===== src/rtl/cfd_pkg.sv =====
// Shared types and constants for the candle feature and direction block.
// Used by every module under rtl; depends on nothing else.
package cfd_pkg;

	localparam int RangeWindow = 20;
	localparam int IdxW        = 5;
	localparam int LagMid      = 5;
	localparam int LagLong     = 20;
	localparam int AtrSpan     = 10;
	localparam int NumRegs     = 7;
	localparam int NumFeat     = 6;
	localparam int DivBits     = 56;
	localparam int DenBits     = 40;
	localparam int HalfQ16     = 32768;
	localparam int OneQ16      = 65536;
	localparam int VolFloor    = 13107;

	localparam logic [2:0] RegBias    = 3'd0;
	localparam logic [2:0] RegWeightPos = 3'd1;
	localparam logic [2:0] RegWeightR1  = 3'd2;
	localparam logic [2:0] RegWeightR5  = 3'd3;
	localparam logic [2:0] RegWeightR20 = 3'd4;
	localparam logic [2:0] RegWeightVol = 3'd5;
	localparam logic [2:0] RegWeightAtr = 3'd6;

	typedef struct packed {
		logic        warm;
		logic [31:0] high;
		logic [31:0] low;
		logic [31:0] close;
		logic [31:0] volume;
	} item_t;

	typedef struct packed {
		logic               start;
		logic [DivBits-1:0] num;
		logic [DenBits-1:0] den;
	} div_req_t;

endpackage


===== src/rtl/cfd_front.sv =====
// Input side: takes candle transfers, tags warm-up items by a saturating count.
// Depends on cfd_pkg.
module cfd_front (
	input  logic           clk,
	input  logic           arst_n,
	input  logic           s_tvalid,
	output logic           s_tready,
	input  logic [127:0]   s_tdata,
	input  logic           q_full,
	output logic           push,
	output cfd_pkg::item_t push_item
);

	logic [cfd_pkg::IdxW-1:0] seen_q;

	assign s_tready = !q_full;
	assign push     = s_tvalid && !q_full;

	always_comb begin
		push_item.warm   = seen_q < cfd_pkg::IdxW'(cfd_pkg::RangeWindow);
		push_item.high   = s_tdata[31:0];
		push_item.low    = s_tdata[63:32];
		push_item.close  = s_tdata[95:64];
		push_item.volume = s_tdata[127:96];
	end

	always_ff @(posedge clk or negedge arst_n) begin
		if (!arst_n) begin
			seen_q <= '0;
		end else if (push && push_item.warm) begin
			seen_q <= seen_q + 1'b1;
		end
	end

endmodule


===== config.mk =====
export PLATFORM = sky130hd
export DESIGN_NAME = cfd_front
export DESIGN_NICKNAME = d
export VERILOG_FILES = /design/src/rtl/cfd_pkg.sv /design/src/rtl/cfd_front.sv
export SDC_FILE = /design/constraint.sdc
export NUM_CORES = 1
export LEC_CHECK = 0
export ABC_AREA = 1
export BUFFER_PORTS_ARGS = -buffer_cell sky130_fd_sc_hd__buf_2
export CORE_AREA = 5 5 99 101
export CTS_BUF_LIST = sky130_fd_sc_hd__clkbuf_16
export DETAILED_ROUTE_END_ITERATION = 6
export DIE_AREA = 0 0 104 106
export SYNTH_ARGS = -nofsm -noshare
export SYNTH_HDL_FRONTEND = slang
export SYNTH_SLANG_ARGS = --single-unit

===== constraint.sdc =====
create_clock -name clk -period 1.2 [get_ports clk]
set_input_delay 0.24 -clock clk [delete_from_list [all_inputs] [get_ports clk]]
set_output_delay 0.24 -clock clk [all_outputs]
set_load 0.03 [all_outputs]

==> run metrics <==
status complete, no violations; worst min-delay path class input pin to async pin; number of buffers created by CTS 3; DR pass1 iterations 4; maxcap violations 0; sequential element share of the synthesized area 0.0997; Worst VDD drop 0.000588 V; GPL Wtd Cong 0.723; Syn Nets 298; first-pass GRT wire length 2840 µm; vias per inst 2.61; Clk Latency, worst-skew pair 0.23 ns; ratio of cells with drive above 1 in the final layout 0.400; core area 8930 µm²; synthesis-stage register bit count 5; number of diodes 0; via count 420; pin count of the biggest net entering global routing 7; fin nets 184; synth-to-layout area growth -54.4%; Final period util 0.975; Slew @ Worst Pin 0.142 ns; min Tclk post-route 1.17 ns; CTS tree built; Cells after DPL 153; Port Buffer Count 6; clk_skew 0.00419 ns; CP required 0.96 ns; biggest regs seen_q (5); Slew Viols, Final 0; YS warnings 0; Top reg by flops seen_q; crit path DAT 0.93 ns; worst hold slack 0.353 ns; Final Cell Area 572 µm²; initial drt markers 9; # fillers 1068; DRT antenna net count 0; Die Wd 104 µm; max frequency 854 MHz; critical setup path kind flip-flop to output port; Total Neg Setup Slack 0 ns; Critical Path End Type output port; Pwr Density 2240 nW/µm²; All-Layer GR Usage 0.0351; CP Launch Type flip-flop; initial antenna violation count 0; Reg2Reg Depth 6; Routed WL per cell 12.9 µm; worst r2r src seen_q[2]$_DFFE_PN0P_; leakage power 0.245 nW; max reg flops 5; die area 11000 µm²; number of global-route vias before repair 465; Congestion Overflow GR 0; Seq. cell area 126 µm²; DR DRC count 0; DP Area 452 µm²; Post-Route WL 2070 µm; area of the multi-input gates 139 µm²; Post-Synthesis Cells 165; Sink Count 5; # H-tree levels 1; reg2reg setup slack 0.18 ns; Max clock buf depth 2; Non-Filler Instances 161; synthesized cell area 1250 µm²; Rows 35; FF-to-FF End seen_q[1]$_DFFE_PN0P_; Mean Syn Cell Area 7.61 µm²; Clock transition at path regs 0.04 ns; RSZ-0062 raised after global routing false; hpwl dp 1630 µm; crit path max fanout 2; Hold Vio Cnt, Final 0; die height 106 µm; Finish-stage setup viols 0; IO Count 263; Initial Util 0.140; Synth cell types 14; max_slew headroom 0.905; Root Buffer clkbuf_16
-- worst max-delay path, cell delays in order (launching register included) --
cell	delay, ns
dfrtp_1	0.38
o21ai_2	0.17
buf_6	0.15
-- final cells by class --
cell class / instances / share of cell area
clock buffer: 3 / 0.131
clock inverter: 1 / 0.00875
inverter: 5 / 0.0328
multi-input combinational: 26 / 0.243
sequential: 5 / 0.221
tap: 111 / 0.243
timing repair buffer: 10 / 0.120
-- where the power goes --
part | internal [W] | switching [W]
Clock | 0.000436 | 0.000119
Sequential | 0.000232 | 0.0000526
Combinational | 0.000202 | 0.000239
Total | 0.000870 | 0.000411
-- Yosys cell counts (all sizes together) --
| library cell | count | area [µm²] |
|---|---|---|
| buf | 129 | 972 |
| dfrtp | 5 | 125 |
| ha | 1 | 12.5 |
| inv | 5 | 18.8 |
| nand2 | 16 | 62.6 |
| nand3 | 2 | 10.0 |
| nand4 | 1 | 6.26 |
| nor2 | 3 | 21.3 |
| o21ai | 2 | 17.5 |
| xor2 | 1 | 8.76 |
-- layout by cell type (no fill, tap or decap), drive strengths merged --
master	count
xor2	1
nor2	3
clkbuf	3
buf	9
nand4	1
ha	1
nand3	2
dlygate4sd3	1
nand2	16
inv	5
clkinv	1
o21ai	2
dfrtp	5
-- metal layers --
metal / part of all wire / routed length [µm] / track usage
met4: 0.19 / 400 / 0.0768
met1: 0.14 / 293 / 0.0135
met2: 0.39 / 808 / 0.0419
met5: 0 / 0 / 0
met3: 0.27 / 568 / 0.0389
-- how the worst max path moves through the flow --
stage | start | to | slack (ns) | cells past startpoint
6_report | seen_q[3]$_DFFE_PN0P_ | push_item[128] | 0.03 | 2
2_1_floorplan | seen_q[2]$_DFFE_PN0P_ | seen_q[1]$_DFFE_PN0P_ | 0.01 | 5
5_1_grt | seen_q[3]$_DFFE_PN0P_ | push_item[128] | 0.01 | 2
3_3_place_gp | seen_q[2]$_DFFE_PN0P_ | push_item[128] | 0.15 | 2
3_5_place_dp | seen_q[2]$_DFFE_PN0P_ | push_item[128] | 0.13 | 2
4_1_cts | seen_q[2]$_DFFE_PN0P_ | push_item[128] | 0.004 | 2
-- cells by family (layout without fill, tap and decap cells) --
kind of cell | after synthesis | count (layout) | synth area share
AND/OR/NAND/NOR | 22 | 22 | 0.0798
buffers and inverters | 134 | 19 | 0.790
XOR/XNOR | 1 | 1 | 0.00698
AO/OA/AOI/OAI | 2 | 2 | 0.0140
flip-flops | 5 | 5 | 0.0997
adder cells (fa/ha/maj) | 1 | 1 | 0.00997
-- per-stage QoR --
step	utilization	setup slack (ns)	total power [W]
2_1_floorplan	-	0.0113	0.00138
3_3_place_gp	0.0506	0.146	0.000624
3_5_place_dp	0.0506	0.126	0.000631
4_1_cts	0.0640	0.00408	0.00131
5_1_grt	0.0640	0.00987	0.00138
6_report	0.0640	0.0296	0.00128
-- repair_timing --
action,CTS,global route
endpoints found under the hold margin,5,0
gates resized for setup,3,0
hold buffers,1,0
buffers inserted,3,0
pin swaps,1,1
setup endpoints to repair,1,1
No activity file was read; power rests on OpenSTA's default activity.
