`config.mk`:
```
export PLATFORM = sky130hd
export DESIGN_NAME = cfd_queue
export DESIGN_NICKNAME = d
export VERILOG_FILES = /design/src/rtl/cfd_pkg.sv /design/src/rtl/cfd_queue.sv
export SDC_FILE = /design/constraint.sdc
export NUM_CORES = 1
export LEC_CHECK = 0
export ABC_AREA = 1
export BUFFER_PORTS_ARGS = -buffer_cell sky130_fd_sc_hd__buf_2
export CORE_MARGIN = 1.5
export CORE_UTILIZATION = 45
export CTS_BUF_LIST = sky130_fd_sc_hd__clkbuf_8
export DETAILED_ROUTE_END_ITERATION = 6
export PLACE_DENSITY = 0.67
export SYNTH_ARGS = -nofsm -noshare
export SYNTH_HDL_FRONTEND = slang
export SYNTH_SLANG_ARGS = --single-unit
```
`constraint.sdc`:
```
create_clock -name clk -period 7.11 [get_ports clk]
set_input_delay 1.0665 -clock clk [delete_from_list [all_inputs] [get_ports clk]]
set_output_delay 1.0665 -clock clk [all_outputs]
set_load 0.1 [all_outputs]
```
`src/rtl/cfd_pkg.sv`:
```
// Shared types and constants for the candle feature and direction block.
// Used by every module under rtl; depends on nothing else.
package cfd_pkg;

	localparam int RangeWindow = 20;
	localparam int IdxW        = 5;
	localparam int LagMid      = 5;
	localparam int LagLong     = 20;
	localparam int AtrSpan     = 10;
	localparam int NumRegs     = 7;
	localparam int NumFeat     = 6;
	localparam int DivBits     = 56;
	localparam int DenBits     = 40;
	localparam int HalfQ16     = 32768;
	localparam int OneQ16      = 65536;
	localparam int VolFloor    = 13107;

	localparam logic [2:0] RegBias    = 3'd0;
	localparam logic [2:0] RegWeightPos = 3'd1;
	localparam logic [2:0] RegWeightR1  = 3'd2;
	localparam logic [2:0] RegWeightR5  = 3'd3;
	localparam logic [2:0] RegWeightR20 = 3'd4;
	localparam logic [2:0] RegWeightVol = 3'd5;
	localparam logic [2:0] RegWeightAtr = 3'd6;

	typedef struct packed {
		logic        warm;
		logic [31:0] high;
		logic [31:0] low;
		logic [31:0] close;
		logic [31:0] volume;
	} item_t;

	typedef struct packed {
		logic               start;
		logic [DivBits-1:0] num;
		logic [DenBits-1:0] den;
	} div_req_t;

endpackage

```
`src/rtl/cfd_queue.sv`:
```
// Two-entry queue between the input side and the computing side.
// Depends on cfd_pkg for the item type.
module cfd_queue (
	input  logic           clk,
	input  logic           arst_n,
	input  logic           push,
	input  cfd_pkg::item_t push_item,
	output logic           full,
	input  logic           pop,
	output logic           empty,
	output cfd_pkg::item_t head
);

	cfd_pkg::item_t slot_q [2];
	logic           wr_q;
	logic           rd_q;
	logic [1:0]     cnt_q;

	assign full  = cnt_q == 2'd2;
	assign empty = cnt_q == 2'd0;
	assign head  = slot_q[rd_q];

	always_ff @(posedge clk or negedge arst_n) begin
		if (!arst_n) begin
			wr_q  <= 1'b0;
			rd_q  <= 1'b0;
			cnt_q <= 2'd0;
		end else begin
			if (push) wr_q <= !wr_q;
			if (pop) rd_q <= !rd_q;
			if (push && !pop) cnt_q <= cnt_q + 2'd1;
			else if (pop && !push) cnt_q <= cnt_q - 2'd1;
		end
	end

	always_ff @(posedge clk) begin
		if (push) slot_q[wr_q] <= push_item;
	end

endmodule

```
==> metrics, run 1 <==
CTS tree yes; startpoint types flop; outcome completed; Clock Tree Buf Depth 3; worst setup path category flop to output port; # DRC 0; WP data required 6.04 ns; Die W 148.6 microns; setup TNS 0 ns; Distinct cells, synth 14; crit-path max FO 80; CORE AREA 0.02089 sq mm; CTS root buf clkbuf_8; drt initial violations 142; CTS Hold Bufs 0; Routed WL 18,150 microns; register area 0.007851 sq mm; Critical R2R Capture slot_q[1][19]; Hold Vio Cnt, Final 0; CP Capture Type output port; worst slew pin tran 1.129 ns; syn_area_per_cell 22.40 sq um; Synth Register Bits 262; die height 148.6 microns; MaxCap Viol Count 0; net count after synthesis 560; RSZ-0062 raised after global routing false; antenna violations before repair 3; YS warnings 0; ANT nets after route 0; IO Pins 264; Slew headroom 24.71%; Routed WL per cell 17.61 microns; clk_skew 0.01761 ns; EDFF count, synth 258; Hold Path Class primary input to async pin; layout cells sized above 1 60.34%; largest net degree at the start of global routing 96; vias in the first global route 5,246; Initial Util 45.68%; fillers 1,625; r2r setup slk 4.69 ns; reg-to-reg startpoint wr_q; Period minus WS final 4.182 ns; Worst Reg2Reg Path Length in Cells 3; die area 0.02209 sq mm; Clk Latency, worst-skew pair 0.53 ns; All-Layer GR Usage 15.94%; PortBufs 263; postcts setup bufs 0; largest cells by area after synthesis edfxtp_1 81%, mux2_2 15%, buf_6 1.2%; GRT overflow 0; total number of vias 4,927; htree depth 2; CP Data Arrival Time 3.12 ns; final setup fails 0; global-route wire length before repair 26,900 microns; DR vias/cell 4.779; area grow syn2layout 25.18%; Final Max Slew Viols 0; top_reg_cell synth edfxtp_1; drt pass-1 iters 6; Yosys top cell area share 81.20%; cts repair resizes 0; TritonCTS Buffers 43; Cell Area, Synth 0.009542 sq mm; area of the multi-input gates 0.001540 sq mm; FP Rows 53; asr flop ratio synth 1.527%; Gate Count Post-Synth 426; synth cell count leaders 258 x edfxtp_1, 129 x mux2_2, 10 x buf_6; final layout net count 857; gpl congestion 0.7298; fmax 239.1 MHz; Tcrit/Tclk final 58.82%; count leader, synth edfxtp_1; post-detail-place hpwl 11,600 microns; Seq/Total Area, Yosys 82.24%; CTS clk-pin slew, worst paths 0.06 ns; Yosys top cell by area edfxtp_1; Sink Count 262
worst max-delay path by stage:
stage / startpoint / endpoint / slack, ns / cells after the start
floorplan: push / slot_q[0][0] / 2.23 / 2
global placement: rd_q / head[24] / 3.46 / 3
detailed placement: rd_q / head[24] / 3.41 / 3
CTS: rd_q / head[24] / 2.82 / 3
global route: rd_q / head[100] / 2.72 / 3
finish: rd_q / head[100] / 2.93 / 3
sequential cells by signal, indices dropped and copies added (netlist names):
name    flops
cnt_q       2
wr_q        1
slot_q    258
rd_q        1
cell families (layout without fill, tap and decap cells):
group                      Yosys count  after routing  share of synthesized area, %
DFF                                262            262                         82.24
muxes                              129            129                         15.22
and+or+nand+nor                     10             10                        0.4327
adders and majority gates            1              1                        0.1311
xor gates and xnor gates             3              3                        0.2754
other                                0              2                             0
buffers and inverters               21            349                         1.692
layout make-up:
cell class,count,area share (%)
Sequential cell,262,65.73
Multi-Input combinational cell,143,12.90
Timing Repair Buffer,266,11.31
Clock buffer,44,5.070
Tap cell,275,2.881
Clock inverter,32,1.823
Inverter,7,0.2409
Antenna cell,2,0.04190
cell usage in the layout, fill, tap and decap left out:
cell type,netlist,final
bufinv_16,0,3
clkinvlp_4,0,1
clkbuf_8,0,44
buf_2,3,263
nand4_1,1,1
nor2_4,0,1
xor2_1,2,2
inv_4,0,1
nor2_1,3,2
clkinv_2,0,8
xnor2_1,1,1
clkinv_1,0,6
buf_12,0,1
inv_1,7,19
diode_2,0,2
mux2_2,129,129
dfrtp_4,0,1
inv_6,0,1
nand3_1,1,1
edfxtp_1,258,258
dfrtp_1,4,3
ha_1,1,1
buf_4,1,2
nand2_1,5,5
per-layer routing:
metal	vias to the layer above	routed length, microns	track usage, %
met2	217	8974	26.40
met3	33	1530	5.736
met4	2	416	6.139
met1	2384	7219	19.11
met5	-	10	0
li1	2291	-	-
critical path, stage by stage (launching register included):
cell	delay [ns]
dfrtp_4	1.11
buf_4	0.69
mux2_2	0.29
buf_2	0.43
per-stage QoR:
stage | utilization [%] | worst slack [ns] | hold WS [ns] | std cells | cell area, sq um
final | 57.18 | 2.928 | 0.3353 | 1031 | 11940
after global routing | 57.17 | 2.722 | 0.3121 | 1030 | 11940
after global placement | 53.21 | 3.458 | 0.4769 | 953 | 11120
after CTS | 57.15 | 2.821 | 0.3021 | 1029 | 11940
after floorplan | - | 2.234 | 0.4631 | 426 | 9544
after detailed placement | 53.21 | 3.411 | 0.5394 | 953 | 11120
Power of run 1 is not shown: default switching activity piles up to over one toggle a cycle in this logic, so the estimate is an artifact.
==> run 2, diff against run 1 <==
- PLACE_DENSITY: 0.67 -> 0.7
- clock period: 7.11 -> 3.6 ns (I/O delays scaled with it)
==> run 2 against run 1 <==
  * Worst setup slack worse by 2.2 ns
  * Non-clock buffer count increased by 5
  * Final cell count rose by 0.39%
  * Count of clock-buffer cells in the layout up 1
  * Wire length is 2.2% lower
  * Utilization up 0.11 points
  * Die area unchanged
  * Clock skew grew 0.0044 ns
  * Flip-flop and latch count did not move
  * Register-to-register slack worse by 3.0 ns
  * Critical path depth unchanged
  * First-iteration DRC count grew 15%
==> metrics, run 2 (same netlist as run 1, synthesis figures left out) <==
outcome completed; Final Max Slew Viols 0; total number of vias 4,945; GRT overflow 0; startpoint types flop; die area 0.02209 sq mm; area of the multi-input gates 0.001540 sq mm; r2r setup slk 1.72 ns; CTS root buf clkbuf_8; max reg flops 258; CTS tree yes; setup TNS 0 ns; fillers 1,636; final layout net count 861; Min-Delay Startpoint push_item[48]; global-route wire length before repair 26,310 microns; PortBufs 263; post-detail-place hpwl 11,540 microns; area grow syn2layout 25.43%; fmax 342.7 MHz; ANT cells 0; antenna violations before repair 0; Worst Reg2Reg Path Length in Cells 3; RSZ-0062 raised after global routing false; Clock Tree Buf Depth 3; DR vias/cell 4.778; IO Pins 264; TritonCTS Buffers 42; most frequent cells in the layout 263 x buf_2, 258 x edfxtp_1, 129 x mux2_2; reg-to-reg startpoint wr_q; worst setup path category flop to output port; die height 148.6 microns; CP cell instances buf_4, mux2_2, buf_2; CP Data Arrival Time 2.38 ns; Hold Vio Cnt, Final 0; drt pass-1 iters 4; final setup fails 0; Slew headroom 43.22%; # DRC 0; Routed WL 17,750 microns; Hold Path Class primary input to flop; register area 0.007851 sq mm; Initial Util 45.68%; layout cells sized above 1 59.87%; largest net degree at the start of global routing 68; Clk Latency, worst-skew pair 0.52 ns; Largest Register slot_q; Tcrit/Tclk final 81.05%; gpl congestion 0.7508; Hold Crit Depth 1; cts repair resizes 0; Sink Count 262; Crit path max-delay family buffers and inverters; MaxCap Viol Count 0; crit-path max cell delay 0.63 ns; Critical R2R Capture slot_q[1][122]; ANT nets after route 0; FP Rows 53; crit-path max FO 63; Hold EP slot_q[0][48]; clk_skew 0.02206 ns; worst slew pin tran 0.8517 ns; Die W 148.6 microns; Period minus WS final 2.918 ns; CTS clk-pin slew, worst paths 0.06 ns; CP Buf/Inv Count 2; Routed WL per cell 17.14 microns; most common library cell in the layout ignoring fill and taps buf_2; CP Capture Type output port; CORE AREA 0.02089 sq mm; Regs by FF count slot_q (258), cnt_q (2); vias in the first global route 5,384; WP data required 3.06 ns; All-Layer GR Usage 15.59%; CP max-delay cell buf_4; drt initial violations 163; htree depth 2
-- run 2: changes by cell type in the layout (fill, tap and decap cells not counted), moves of 2 or more --
| cell | delta |
|---|---|
| diode_2 | -2 |
| clkinv_1 | +6 |
| buf_4 | +3 |
| clkinv_2 | -2 |
-- run 2: metrics by stage --
stage,cells,hold slack (ns),cell area [sq um],util (%),setup slack (ns)
global placement,957,0.3471,11160,53.42,1.231
finish,1035,0.2053,11970,57.29,0.6823
detailed placement,957,0.3514,11160,53.42,1.195
floorplan,426,0.2444,9549,-,0.02816
global route,1035,0.1645,11970,57.29,0.5687
CTS,1035,0.1634,11970,57.29,0.6190
-- run 2: per-layer routing --
| layer | up-vias | global-route usage, % | wire length, microns |
|---|---|---|---|
| met2 | 199 | 27.26 | 9253 |
| li1 | 2293 | - | - |
| met5 | - | 0 | 0 |
| met3 | 47 | 4.908 | 1507 |
| met1 | 2406 | 17.06 | 6445 |
| met4 | 0 | 7.970 | 540 |
-- run 2: worst register-to-register path, delay by kind of cell (launching register included) --
kind | cells | cell delay [ns]
buf+inv | 2 | 0.97
flops | 1 | 0.43
simple gates | 1 | 0.12
-- run 2: layout make-up --
type	count	area share [%]
flip-flops and latches	262	65.60
multi-input cells	143	12.87
repair buffers	271	11.73
clock buffers	45	5.175
well taps	275	2.875
clock inverters	32	1.505
inverters	7	0.2405
-- run 2: worst max path at each step --
| stage | from | to | slack, ns | cells past startpoint |
|---|---|---|---|---|
| floorplan | push | slot_q[1][0] | 0.03 | 2 |
| global placement | rd_q | head[70] | 1.23 | 3 |
| detailed placement | rd_q | head[70] | 1.20 | 3 |
| CTS | rd_q | head[70] | 0.62 | 3 |
| global route | rd_q | head[93] | 0.57 | 3 |
| finish | rd_q | head[80] | 0.68 | 3 |
-- run 2: what timing repair did --
action	4_1_cts	5_1_grt
buffers inserted	0	0
setup endpoints to repair	0	0
hold buffers	1	0
endpoints found under the hold margin	4	0
Power of run 2 is left out for the same reason.
==> run 3, diff against run 2 <==
- ABC_AREA: 1 -> 0
- PLACE_DENSITY: 0.7 -> 0.67
- clock period: 3.6 -> 2.9 ns (I/O delays scaled with it)
==> run 3 against run 2 <==
  * Register-to-register slack lost 0.40 ns
  * Final cell count shrank 0.87%
  * Non-clock buffer count shrank 1
  * Critical endpoint is now head[123]
==> metrics, run 3 <==
outcome completed; Die W 148.5 microns; final instance area 0.01192 sq mm; post-detail-place hpwl 11,900 microns; GRT overflow 0; Largest Register slot_q; htree depth 2; Yosys top cell area share 81.37%; register area 0.007851 sq mm; CP Data Arrival Time 2.24 ns; area grow syn2layout 25.18%; YS warnings 0; CTS tree yes; most frequent cells in the layout 263 x buf_2, 258 x edfxtp_1, 129 x mux2_2; final core occ 57.06%; largest cells by area after synthesis edfxtp_1 81%, mux2_2 15%, buf_6 1.2%; most common library cell in the layout ignoring fill and taps buf_2; FP Rows 53; net count after synthesis 551; DR vias/cell 4.776; top_reg_cell synth edfxtp_1; largest net degree at the start of global routing 68; count leader, synth edfxtp_1; worst setup path category flop to output port; fillers 1,649; Hold Vio Cnt, Final 0; Final Max Slew Viols 0; crit-path max cell delay 0.63 ns; PortBufs 263; EDFF count, synth 258; final setup fails 0; drt pass-1 iters 4; syn_area_per_cell 22.83 sq um; Crit path max-delay family flip-flops; Hold Path Class primary input to flop; Tcrit/Tclk final 92.39%; Distinct cells, synth 13; Slew headroom 65.32%; drt initial violations 205; cts repair resizes 0; Regs by FF count slot_q (258), cnt_q (2); total number of vias 4,900; Synth Register Bits 262; vias in the first global route 5,368; IO Pins 264; CP max-delay cell dfrtp_4; antenna violations before repair 5; final layout net count 851; global-route wire length before repair 27,260 microns; WP data required 2.47 ns; Gate Count Post-Synth 417; ANT nets after route 0; Routed WL per cell 17.65 microns; Yosys top cell by area edfxtp_1; CP cell instances buf_12, mux2_2, buf_2; TritonCTS Buffers 42; fmax 373.2 MHz; Seq/Total Area, Yosys 82.42%; max reg flops 258; layout cells sized above 1 60.03%; synth cell count leaders 258 x edfxtp_1, 129 x mux2_2, 10 x buf_6; Cell Area, Synth 0.009522 sq mm; RSZ-0062 raised after global routing false; Clk Latency, worst-skew pair 0.52 ns; Clock Tree Buf Depth 3; Sink Count 262; die height 148.5 microns; MaxCap Viol Count 0; setup TNS 0 ns; die area 0.02204 sq mm; area of the multi-input gates 0.001545 sq mm; crit-path max FO 58; All-Layer GR Usage 16.09%; worst slew pin tran 0.5238 ns; CP Capture Type output port; gpl congestion 0.7234; clk_skew 0.01878 ns; startpoint types flop; Initial Util 45.58%; Period minus WS final 2.679 ns; asr flop ratio synth 1.527%; Routed WL 18,110 microns; CTS root buf clkbuf_8; postcts setup bufs 0; # DRC 0; DP Area 0.01118 sq mm; CORE AREA 0.02089 sq mm; CTS clk-pin slew, worst paths 0.06 ns; CP Buf/Inv Count 2
[run 3: layout make-up]
type                            count  share of cell area, %
Clock buffer                       43                  4.965
Multi-Input combinational cell    140                  12.96
Antenna cell                        3                0.06299
Inverter                            1                0.03149
Clock inverter                     32                  1.081
Timing Repair Buffer              270                  12.14
Tap cell                          275                  2.887
Sequential cell                   262                  65.87
[run 3: path summary, 6_finish.rpt]
check | from | endpoint | slack (ns) | depth (start not counted)
worst max-delay path | rd_q | head[123] | 0.22 | 3
worst min-delay path | push_item[19] | slot_q[0][19] | 0.1 | 1
worst max register to register | wr_q | slot_q[1][106] | 1.32 | 2
worst min register to register | cnt_q[1] | cnt_q[1] | 0.50 | 1
max in group asynchronous | arst_n | rd_q | 2.45 | 2
min in group asynchronous | arst_n | cnt_q[0] | 0.31 | 2
[run 3: repair_timing]
item                       4_1_cts  5_1_grt
setup endpoints to repair        0        0
hold buffers                     1        0
hold endpoints to repair         4        0
[run 3: cells by family (layout without fill, tap and decap cells)]
logic type | count (synthesis) | after routing | synth area share [%]
buffers and inverters | 15 | 346 | 1.459
other | 0 | 3 | 0
and+or+nand+nor | 5 | 5 | 0.2760
muxes | 129 | 129 | 15.26
DFF | 262 | 262 | 82.42
adders and majority gates | 1 | 1 | 0.1314
xor gates and xnor gates | 5 | 5 | 0.4599
[run 3: through the flow]
stage,worst slack [ns],instances,hold WS (ns)
2_1_floorplan,0.09366,417,0.1394
3_3_place_gp,0.7770,947,0.2536
3_5_place_dp,0.7536,947,0.2499
4_1_cts,0.1778,1023,0.06302
5_1_grt,0.1141,1025,0.05770
6_report,0.2207,1026,0.09711
[run 3: per-layer routing]
layer	global-route usage (%)	vias to the layer above	wire (microns)
met5	0	-	10
met4	7.277	2	599
met3	5.092	51	1288
met2	28.09	195	9490
met1	18.03	2381	6716
li1	-	2271	-
Power of run 3 is left out for the same reason.
