==> src/rtl/cfd_pkg.sv <==
// Shared types and constants for the candle feature and direction block.
// Used by every module under rtl; depends on nothing else.
package cfd_pkg;

	localparam int RangeWindow = 20;
	localparam int IdxW        = 5;
	localparam int LagMid      = 5;
	localparam int LagLong     = 20;
	localparam int AtrSpan     = 10;
	localparam int NumRegs     = 7;
	localparam int NumFeat     = 6;
	localparam int DivBits     = 56;
	localparam int DenBits     = 40;
	localparam int HalfQ16     = 32768;
	localparam int OneQ16      = 65536;
	localparam int VolFloor    = 13107;

	localparam logic [2:0] RegBias    = 3'd0;
	localparam logic [2:0] RegWeightPos = 3'd1;
	localparam logic [2:0] RegWeightR1  = 3'd2;
	localparam logic [2:0] RegWeightR5  = 3'd3;
	localparam logic [2:0] RegWeightR20 = 3'd4;
	localparam logic [2:0] RegWeightVol = 3'd5;
	localparam logic [2:0] RegWeightAtr = 3'd6;

	typedef struct packed {
		logic        warm;
		logic [31:0] high;
		logic [31:0] low;
		logic [31:0] close;
		logic [31:0] volume;
	} item_t;

	typedef struct packed {
		logic               start;
		logic [DivBits-1:0] num;
		logic [DenBits-1:0] den;
	} div_req_t;

endpackage

==> src/rtl/cfd_div.sv <==
// Shared restoring divider, one quotient bit per cycle.
// Depends on cfd_pkg for widths and the request type.
module cfd_div (
	input  logic                        clk,
	input  logic                        arst_n,
	input  cfd_pkg::div_req_t           req,
	output logic                        done,
	output logic [cfd_pkg::DivBits-1:0] quo
);

	localparam int CntW = $clog2(cfd_pkg::DivBits);

	logic [CntW-1:0]             cnt_q;
	logic                        busy_q;
	logic                        done_q;
	logic [cfd_pkg::DenBits-1:0] rem_q;
	logic [cfd_pkg::DenBits-1:0] den_q;
	logic [cfd_pkg::DivBits-1:0] dq_q;
	logic [cfd_pkg::DenBits:0]   rem_sh;
	logic                        fits;

	assign rem_sh = {rem_q, dq_q[cfd_pkg::DivBits-1]};
	assign fits   = rem_sh >= {1'b0, den_q};
	assign done   = done_q;
	assign quo    = dq_q;

	always_ff @(posedge clk or negedge arst_n) begin
		if (!arst_n) begin
			busy_q <= 1'b0;
			done_q <= 1'b0;
			cnt_q  <= '0;
		end else begin
			done_q <= busy_q && (cnt_q == CntW'(cfd_pkg::DivBits - 1));
			if (req.start) begin
				busy_q <= 1'b1;
				cnt_q  <= '0;
			end else if (busy_q) begin
				cnt_q <= cnt_q + 1'b1;
				if (cnt_q == CntW'(cfd_pkg::DivBits - 1)) busy_q <= 1'b0;
			end
		end
	end

	always_ff @(posedge clk) begin
		if (req.start) begin
			dq_q  <= req.num;
			den_q <= req.den;
			rem_q <= '0;
		end else if (busy_q) begin
			if (fits) begin
				rem_q <= cfd_pkg::DenBits'(rem_sh - {1'b0, den_q});
				dq_q  <= {dq_q[cfd_pkg::DivBits-2:0], 1'b1};
			end else begin
				rem_q <= rem_sh[cfd_pkg::DenBits-1:0];
				dq_q  <= {dq_q[cfd_pkg::DivBits-2:0], 1'b0};
			end
		end
	end

endmodule

==> config.mk <==
export PLATFORM = sky130hd
export DESIGN_NAME = cfd_div
export DESIGN_NICKNAME = d
export VERILOG_FILES = /design/src/rtl/cfd_pkg.sv /design/src/rtl/cfd_div.sv
export SDC_FILE = /design/constraint.sdc
export NUM_CORES = 1
export LEC_CHECK = 0
export BUFFER_PORTS_ARGS = -buffer_cell sky130_fd_sc_hd__buf_2
export CAP_MARGIN = 20
export CORE_ASPECT_RATIO = 0.5
export CORE_MARGIN = 8
export CORE_UTILIZATION = 56
export DETAILED_ROUTE_END_ITERATION = 6
export GPL_TIMING_DRIVEN = 0
export HOLD_SLACK_MARGIN = 0.08
export PLACE_DENSITY = 0.81
export SKIP_CTS_REPAIR_TIMING = 1
export SYNTH_ARGS = -nofsm -noshare
export SYNTH_HDL_FRONTEND = slang
export SYNTH_SLANG_ARGS = --single-unit
==> constraint.sdc <==
create_clock -name clk -period 3.4 [get_ports clk]
set_input_delay 0.85 -clock clk [delete_from_list [all_inputs] [get_ports clk]]
set_output_delay 0.85 -clock clk [all_outputs]
set_load 0.1 [all_outputs]
==> qor.csv, run 1 <==
metric,value,unit
outcome,"finished, final reports clean",
Post-Synth XOR/XNOR Area,0.03748,
Final Cycle Share,0.9552,
post-synthesis mux area share,0.1066,
FP Rows,31,
Final setup viols,0,
post-route ant nets,0,
CTS HTree Levels,4,
Vias/cell,5.738,
Die Span Y,101.5,um
yosys warns,0,
"Avg Cell Area, Syn",10.47,um^2
R2R depth,13,
"EDFF count, synth",96,
first-pass GRT wire length,34.38,mm
critical path type,register to register,
worst hold path class,primary input to asynchronous set/reset pin,
sequential-to-total area share from yosys stat,0.4749,
Worst setup EP type,register,
post-synthesis simple-gate area fraction,0.1091,
Critical Path Start Type,register,
"Area growth, synth to finish",21.17,%
hpwl dp,15.71,mm
CTS buffer count,17,
Synth Flop Type,edfxtp_1,
die area,0.01896,mm^2
#FFs+latches synth,144,
Sink Count,144,
core box area,0.01435,mm^2
total wire length,21.40,mm
root buf cell,clkbuf_16,
GRT Util Overall,0.2254,
share of the synthesized area in the top cell type,0.3525,
Skew-Pair Late Insertion Delay,0.43,ns
"Core Util, Final",0.6905,
initial core utilization,0.5698,
DR DRC count,0,
Longest Clk Path Bufs,2,
Slew Limit Fails,0,
P_leak,0.004325,uW
final hold vios,0,
Worst EP arrival,3.59,ns
RSZ-0062 raised after global routing,false,
Yosys cell types,65,
leading area contributor after synthesis,edfxtp_1,
final instance area,0.009910,mm^2
synth top area cells,"edfxtp_1 (35%), dfxtp_1 (9.8%), mux2_2 (7.8%)",
antenna violations before repair,5,
Compound-Gate Fraction of Synth Area,0.1527,
Worst Max-Slew Pin Slew,0.7617,ns
wire per inst,18.29,um
Synth Instances,781,
Worst Clk Skew,0.01302,ns
main combinational cell family by area after synthesis,compound AO/OA/AOI/OAI gates,
pwr/cell area,499.8,mW/mm^2
total grt overflow,0,
placed insts,1135,
"FFs w/ async S/R, synth",0.05556,
via count,6713,
Ports,156,
syn_nets,922,
max cap viols,0,
Post-Synthesis Cell Area,0.008178,mm^2
Final Net Count,1099,
placed cell areas,0.009221,mm^2
worst IR drop on VDD,0.3726,mV
Starting DRT DRC Count,625,
CP Data Required Time,3.74,ns
Clock Pin Slew Worst Setup and Hold Paths,0.07,ns
Fmax achieved,307.9,MHz
"non-filler cells, final",1170,
min Tclk post-route,3.248,ns
Die X,186.9,um
IO buf count,155,
total negative slack,0,ns
vias in the first global route,6782,
fraction of layout cells with a size suffix above 1,0.2781,
Worst slew margin,0.4922,
CTS tree,built,
largest net degree at the start of global routing,45,
drt pass-1 iters,5,
adder-cell share of the synthesized area,0.06518,
RePlAce Congestion,0.9183,
"critical path fanouts, max",10,
-- stage by stage --
step	setup WS, ns	power [uW]	hold slack, ns
final	0.1524	4953	0.2557
after global routing	0.009387	5131	0.2478
after CTS	0.008096	4977	0.2525
after detailed placement	-0.05934	3081	0.4921
after global placement	-0.8070	3060	0.4779
after floorplan	0.2179	2862	0.4629
-- worst paths after layout --
kind,startpoint,end,slack (ns)
setup / recovery,den_q[24]$_DFFE_PP_,rem_q[34]$_SDFFE_PP0P_,0.15
hold / removal,arst_n,cnt_q[0]$_DFFE_PN0P_,0.26
setup reg to reg,den_q[24]$_DFFE_PP_,rem_q[34]$_SDFFE_PP0P_,0.15
hold reg to reg,rem_q[4]$_SDFFE_PP0P_,rem_q[4]$_SDFFE_PP0P_,0.50
max in group asynchronous,arst_n,done$_DFF_PN0_,2.97
min in group clk,rem_q[4]$_SDFFE_PP0P_,rem_q[4]$_SDFFE_PP0P_,0.50
-- cells in the mapped netlist, types with 3 or more instances --
library cell,instances
mux2_2,57
a21oi_1,48
ha_1,41
nor3_1,14
inv_1,61
a211o_1,3
nand2_1,50
nor3b_1,3
a21boi_0,5
nand4_1,13
o21bai_1,8
and2_1,3
edfxtp_1,96
xor2_1,18
and3_1,5
nand3_1,16
mux2i_1,23
a221oi_1,3
dfxtp_1,40
nor2b_1,4
clkbuf_1,33
o21ai_0,34
o211ai_1,5
dfrtp_1,8
xnor2_1,17
o21a_1,6
a31oi_1,8
nand3b_1,3
nor2_1,57
a211oi_1,31
nand2b_1,7
buf_4,4
a21o_1,17
-- power by group --
part	leakage, uW	switching (uW)	internal, uW
Combinational	0.00262	762	241
Sequential	0.00141	52.9	2000
Clock	0.000293	842	1060
-- layout by cell type (no fill, tap or decap), types with 13 or more instances in the layout --
| master | synthesis | final |
|---|---|---|
| nand3_1 | 16 | 16 |
| a21oi_1 | 48 | 48 |
| buf_2 | 2 | 157 |
| nor2_1 | 57 | 56 |
| mux2i_1 | 23 | 23 |
| nand4_1 | 13 | 13 |
| xnor2_1 | 17 | 17 |
| o21ai_0 | 34 | 34 |
| edfxtp_1 | 96 | 96 |
| nor3_1 | 14 | 14 |
| a21o_1 | 17 | 17 |
| clkbuf_1 | 33 | 33 |
| a211oi_1 | 31 | 30 |
| nand2_1 | 50 | 49 |
| dfxtp_1 | 40 | 40 |
| xor2_1 | 18 | 18 |
| mux2_2 | 57 | 57 |
| ha_1 | 41 | 39 |
| inv_1 | 61 | 60 |
| clkbuf_16 | 0 | 19 |
-- logic make-up (layout without fill, tap and decap cells) --
logic type / after synthesis / after routing
DFF: 144 / 144
muxes: 80 / 80
other: 0 / 1
adders and majority gates: 42 / 42
buffers and inverters: 104 / 294
AOI/OAI and AO/OA: 190 / 190
and+or+nand+nor: 186 / 186
xor gates and xnor gates: 35 / 35
-- layer usage --
layer | share of wire | track usage | up-vias
met5 | 0.0029 | 0 | -
met1 | 0.42 | 0.2645 | 3142
li1 | - | - | 3220
met4 | 0.014 | 0.06610 | 10
met3 | 0.11 | 0.09931 | 42
met2 | 0.46 | 0.3740 | 299
-- state kept, by name (all words and copies together) (netlist names) --
signal and count:
den_q 40, rem_q 40, busy_q 1, done 1, quo 56, cnt_q 6
-- area by class of cell --
class	count	area, um^2
Multi-Input combinational cell	533	3901
Timing Repair Buffer	158	823.3
Tap cell	198	247.7
Fill cell	1135	4442
Antenna cell	1	2.502
Buffer	43	212.7
Clock buffer	19	475.5
Inverter	61	229.0
Clock inverter	13	133.9
Sequential cell	144	3884
-- worst max-delay path, stage by stage, from the launching register on --
cell and delay (ns):
edfxtp_1 0.32, inv_1 0.04, ha_1 0.26, clkbuf_2 0.18, and4_4 0.28, nand3_2 0.10
or4b_4 0.56, o21a_1 0.22, a32o_1 0.26, a31oi_1 0.14, buf_4 0.20, buf_4 0.23
nand2_2 0.16, o21ai_0 0.22
No activity file was read; power rests on OpenSTA's default activity.
==> run 2, diff against run 1 <==
- PLACE_DENSITY: 0.81 -> 0.91
==> run 2 against run 1 <==
Sequential share of layout area grew 0.12 points. Combinational power about the same. Worst setup slack worse by 0.088 ns. Clock skew hardly changed. Highest routed layer unchanged. Critical path type unchanged. Sequential cell count unchanged. Global-route usage up 0.38 points. Critical path depth stayed put. Clock power increased by 2%. Utilization decreased by 0.22 points. Final area decreased by 0.32%.
==> qor.csv, run 2 (same netlist as run 1, synthesis figures left out) <==
metric,value,unit
outcome,"finished, final reports clean",
Sink Count,144,
total grt overflow,0,
Die Span Y,101.5,um
"Area growth, synth to finish",20.79,%
core box area,0.01435,mm^2
Starting DRT DRC Count,581,
initial core utilization,0.5698,
die area,0.01896,mm^2
Clock Pin Slew Worst Setup and Hold Paths,0.07,ns
register area,0.003884,mm^2
vias in the first global route,7160,
CTS HTree Levels,4,
min Tclk post-route,3.336,ns
final hold vios,0,
Die X,186.9,um
first-pass GRT wire length,35.22,mm
worst IR drop on VDD,0.4415,mV
n_diodes,0,
final instance area,0.009878,mm^2
Worst R2R Start,den_q[23]$_DFFE_PP_,
most frequent cells in the layout,"buf_2 (158), edfxtp_1 (96), inv_1 (60)",
total wire length,22.04,mm
wire per inst,18.90,um
Slew Limit Fails,0,
Critical Path Start Type,register,
Vias/cell,5.925,
hpwl dp,15.70,mm
Fmax achieved,299.8,MHz
Filler cells,1067,
RePlAce Congestion,0.9777,
pwr/cell area,506.3,mW/mm^2
Longest Clk Path Bufs,2,
DR DRC count,0,
"Core Util, Final",0.6883,
Multi-input gate area,0.003891,mm^2
post-route ant nets,0,
"critical path fanouts, max",10,
IO buf count,155,
Worst Max-Slew Pin Slew,1.043,ns
Final setup viols,0,
CTS tree,built,
worst hold path class,primary input to asynchronous set/reset pin,
placed cell areas,0.009221,mm^2
CTS buffer count,17,
max cap viols,0,
Ports,156,
FF-to-FF End,rem_q[34]$_SDFFE_PP0P_,
largest net degree at the start of global routing,45,
R2R depth,13,
Final Cycle Share,0.9811,
CP Data Required Time,3.70,ns
P_leak,0.004314,uW
via count,6909,
root buf cell,clkbuf_16,
Final Net Count,1096,
Worst Clk Skew,0.01297,ns
worst reg-to-reg setup slack,0.06,ns
Worst Setup SP,den_q[23]$_DFFE_PP_,
final worst slack,0.06436,ns
fraction of layout cells with a size suffix above 1,0.2769,
Worst slew margin,0.3047,
Skew-Pair Late Insertion Delay,0.43,ns
total negative slack,0,ns
antenna violations before repair,4,
Worst setup EP type,register,
FP Rows,31,
pre-CTS setup slack,-0.1560,ns
critical path type,register to register,
Min Hold Slack,0.2518,ns
GRT Util Overall,0.2292,
Largest register FFs,56,
Worst EP arrival,3.64,ns
Critical Path End,rem_q[34]$_SDFFE_PP0P_,
"most common cell after layout, fill and taps aside",buf_2,
drt pass-1 iters,5,
[run 2: cell types whose count changed in the layout (fill, tap and decap cells not counted), moves of 2 or more]
cell       before  now
o21ai_0        34   31
o21ai_1         1    4
bufinv_16       0    2
clkbuf_1       33   31
clkbuf_16      19   17
inv_6           4    6
[run 2: worst min-delay path by stage]
stage | slack (ns) | depth (start not counted) | startpoint | to
floorplan | 0.46 | 2 | rem_q[10]$_SDFFE_PP0P_ | rem_q[10]$_SDFFE_PP0P_
global placement | 0.48 | 2 | rem_q[1]$_SDFFE_PP0P_ | rem_q[1]$_SDFFE_PP0P_
detailed placement | 0.49 | 2 | rem_q[7]$_SDFFE_PP0P_ | rem_q[7]$_SDFFE_PP0P_
CTS | 0.24 | 1 | arst_n | done$_DFF_PN0_
global route | 0.25 | 1 | arst_n | done$_DFF_PN0_
finish | 0.25 | 1 | arst_n | cnt_q[4]$_DFFE_PN0P_
[run 2: layout make-up]
class | instances | area share
multi-input cells | 533 | 0.3939
flip-flops and latches | 144 | 0.3932
repair buffers | 157 | 0.08132
clock buffers | 18 | 0.04446
well taps | 198 | 0.02508
inverters | 61 | 0.02318
plain buffers | 41 | 0.02153
clock inverters | 14 | 0.01735
[run 2: worst max-delay path, stage by stage (launching register included)]
cell      delay (ns)
edfxtp_1        0.34
inv_1           0.06
ha_2            0.40
and4_4          0.27
nand3_2         0.10
or4b_4          0.55
o21a_1          0.23
a32o_1          0.28
a31oi_1         0.17
buf_4           0.22
buf_8           0.16
nor3_1          0.08
a21oi_1         0.23
o21ai_1         0.11
[run 2: power breakdown]
| part | internal, uW | total, uW | switching [uW] |
|---|---|---|---|
| registers | 2000 | 2050 | 55.2 |
| clock network | 1130 | 1940 | 813 |
| logic | 240 | 1010 | 767 |
| total | 3370 | 5000 | 1640 |
[run 2: metal layers]
metal,GRT usage,vias up,share of wire
li1,-,3215,-
met1,0.2615,3285,0.41
met2,0.3972,336,0.48
met3,0.08282,65,0.090
met4,0.08429,8,0.022
met5,0,-,0.0022
[run 2: through the flow]
stage,std cells,power (uW)
detailed placement,1135,3086
finish,1166,5002
global placement,1134,3056
CTS,1167,5031
global route,1166,5165
floorplan,781,2862
==> run 3, diff against run 2 <==
- ABC_AREA: default -> 1
- CORE_UTILIZATION: 56 -> 57
==> run 3 against run 2 <==
Critical path type is now primary input to register. Cell count rose by 45%. Hold slack lost 0.014 ns. Global-route usage rose by 4.9 points. Non-clock buffer count fell by 11. Clock power rose by 3%. Sequential cell count stayed put. Sequential share of layout area shrank 3.6 points. Total power is 63% higher.
==> qor.csv, run 3 <==
metric,value,unit
outcome,"finished, final reports clean",
Die Span Y,105.9,um
die area,0.02073,mm^2
placed insts,1661,
Worst EP arrival,2.99,ns
pre-CTS setup slack,-0.4336,ns
Design Power,8144,uW
Longest Clk Path Bufs,2,
Final Cycle Share,0.8759,
total negative slack,0,ns
critical path type,primary input to register,
"critical path fanouts, max",65,
top-count cell post-synth,nand2_1,
register area,0.003884,mm^2
Compound-Gate Fraction of Synth Area,0.04197,
Starting DRT DRC Count,896,
share of the synthesized area in the top cell type,0.3129,
final worst slack,0.4218,ns
"Avg Cell Area, Syn",7.076,um^2
DR DRC count,0,
min Tclk post-route,2.978,ns
Multi-input gate area,0.004289,mm^2
yosys warns,0,
synth cell count leaders,"nand2_1 (557), inv_1 (221), edfxtp_1 (96)",
CTS buffer count,17,
FP Rows,32,
RePlAce Congestion,0.9628,
first-pass GRT wire length,45.73,mm
syn_nets,1443,
Skew-Pair Late Insertion Delay,0.45,ns
CTS HTree Levels,4,
Worst Clk Skew,0.02175,ns
#FFs+latches synth,144,
Worst slew margin,0.3849,
Worst setup EP type,register,
R2R depth,3,
Final setup viols,0,
post-synthesis mux area share,0,
worst hold path class,primary input to asynchronous set/reset pin,
Critical Path Start Type,primary input,
Post-Synthesis Cell Area,0.009213,mm^2
Die X,195.8,um
Synth Flop Type,edfxtp_1,
max cap viols,0,
placed cell areas,0.01025,mm^2
hpwl dp,22.16,mm
core box area,0.01562,mm^2
initial core utilization,0.5900,
FF-to-FF End,quo[47]$_DFFE_PP_,
Sink Count,144,
pwr/cell area,748.6,mW/mm^2
drt pass-1 iters,6,
total grt overflow,0,
Post-Synth XOR/XNOR Area,0.02092,
vias in the first global route,8752,
wire per inst,17.07,um
total wire length,28.94,mm
Largest register FFs,56,
leading area contributor after synthesis,edfxtp_1,
largest net degree at the start of global routing,66,
Worst Max-Slew Pin Slew,0.9227,ns
IO buf count,155,
Clock Pin Slew Worst Setup and Hold Paths,0.08,ns
Filler cells,1313,
post-synthesis simple-gate area fraction,0.3448,
CTS tree,built,
Worst R2R Start,busy_q$_DFF_PN0_,
post-route ant nets,0,
"most common cell after layout, fill and taps aside",nand2_1,
final hold vios,0,
antenna violations before repair,4,
sequential-to-total area share from yosys stat,0.4216,
CP Data Required Time,3.41,ns
Ports,156,
"non-filler cells, final",1696,
root buf cell,clkbuf_16,
P_leak,0.005954,uW
adder-cell share of the synthesized area,0.05786,
Fmax achieved,335.8,MHz
Synth Instances,1302,
fraction of layout cells with a size suffix above 1,0.1517,
"FFs w/ async S/R, synth",0.05556,
synth top area cells,"edfxtp_1 (31%), nand2_1 (23%), inv_1 (9.0%)",
most frequent cells in the layout,"nand2_1 (557), inv_1 (221), buf_2 (158)",
main combinational cell family by area after synthesis,simple AND/OR/NAND/NOR gates,
final instance area,0.01088,mm^2
Final Net Count,1618,
worst reg-to-reg setup slack,0.76,ns
GRT Util Overall,0.2786,
Vias/cell,5.285,
worst IR drop on VDD,0.4552,mV
via count,8963,
RSZ-0062 raised after global routing,false,
"EDFF count, synth",96,
Slew Limit Fails,0,
"Area growth, synth to finish",18.09,%
Yosys cell types,41,
run 3: cell types whose count changed after synthesis, moves of 21 or more:
cell,change
mux2_2,-57
o21ai_0,-21
mux2i_1,-23
nand2_1,+507
nand3_1,+79
a211oi_1,-31
inv_1,+160
run 3: final cells by class:
cell class | instances | share of cell area
multi-input cells | 903 | 0.3942
flip-flops and latches | 144 | 0.3570
inverters | 224 | 0.07729
repair buffers | 156 | 0.07384
clock buffers | 17 | 0.03910
well taps | 204 | 0.02346
plain buffers | 31 | 0.01863
clock inverters | 15 | 0.01599
diodes | 2 | 0.0004600
run 3: worst max path at each step:
stage	from	end	slack (ns)	cells past startpoint
6_report	req[96]	quo[47]$_DFFE_PP_	0.42	4
5_1_grt	req[96]	quo[47]$_DFFE_PP_	0.41	4
4_1_cts	req[96]	quo[47]$_DFFE_PP_	0.05	4
3_5_place_dp	req[96]	quo[41]$_DFFE_PP_	-0.43	4
3_3_place_gp	req[96]	quo[45]$_DFFE_PP_	-2.06	4
2_1_floorplan	req[96]	quo[0]$_DFFE_PP_	0.09	3
run 3: power by group:
| part | internal [uW] | switching [uW] |
|---|---|---|
| combinational | 1230 | 2590 |
| sequential | 2160 | 173 |
| clock | 1110 | 890 |
| total | 4490 | 3650 |
run 3: through the flow:
step / hold WS (ns) / util
final: 0.2373 / 0.6967
after detailed placement: 0.4617 / 0.6563
after floorplan: 0.4327 / -
after CTS: 0.2370 / 0.6946
after global placement: 0.4502 / 0.6560
after global routing: 0.2359 / 0.6967
run 3: metal layers:
metal	routed length (um)	vias up	GRT usage
li1	-	4387	-
met1	12770	4099	0.3683
met2	12580	416	0.4382
met3	2917	57	0.08433
met4	649	4	0.08123
met5	28	-	0
run 3: worst max-delay path, cell delays in order:
cell	delay, ns
buf_2	0.30
nor2_1	0.77
inv_1	0.37
clkbuf_4	0.63
run 3: cell families (layout without fill, tap and decap cells):
kind of cell,Yosys count,in the layout
simple gates,769,769
buf+inv,255,443
flops,144,144
compound gates,70,70
fa+ha+maj,42,42
xor+xnor,22,22
other cells,0,2
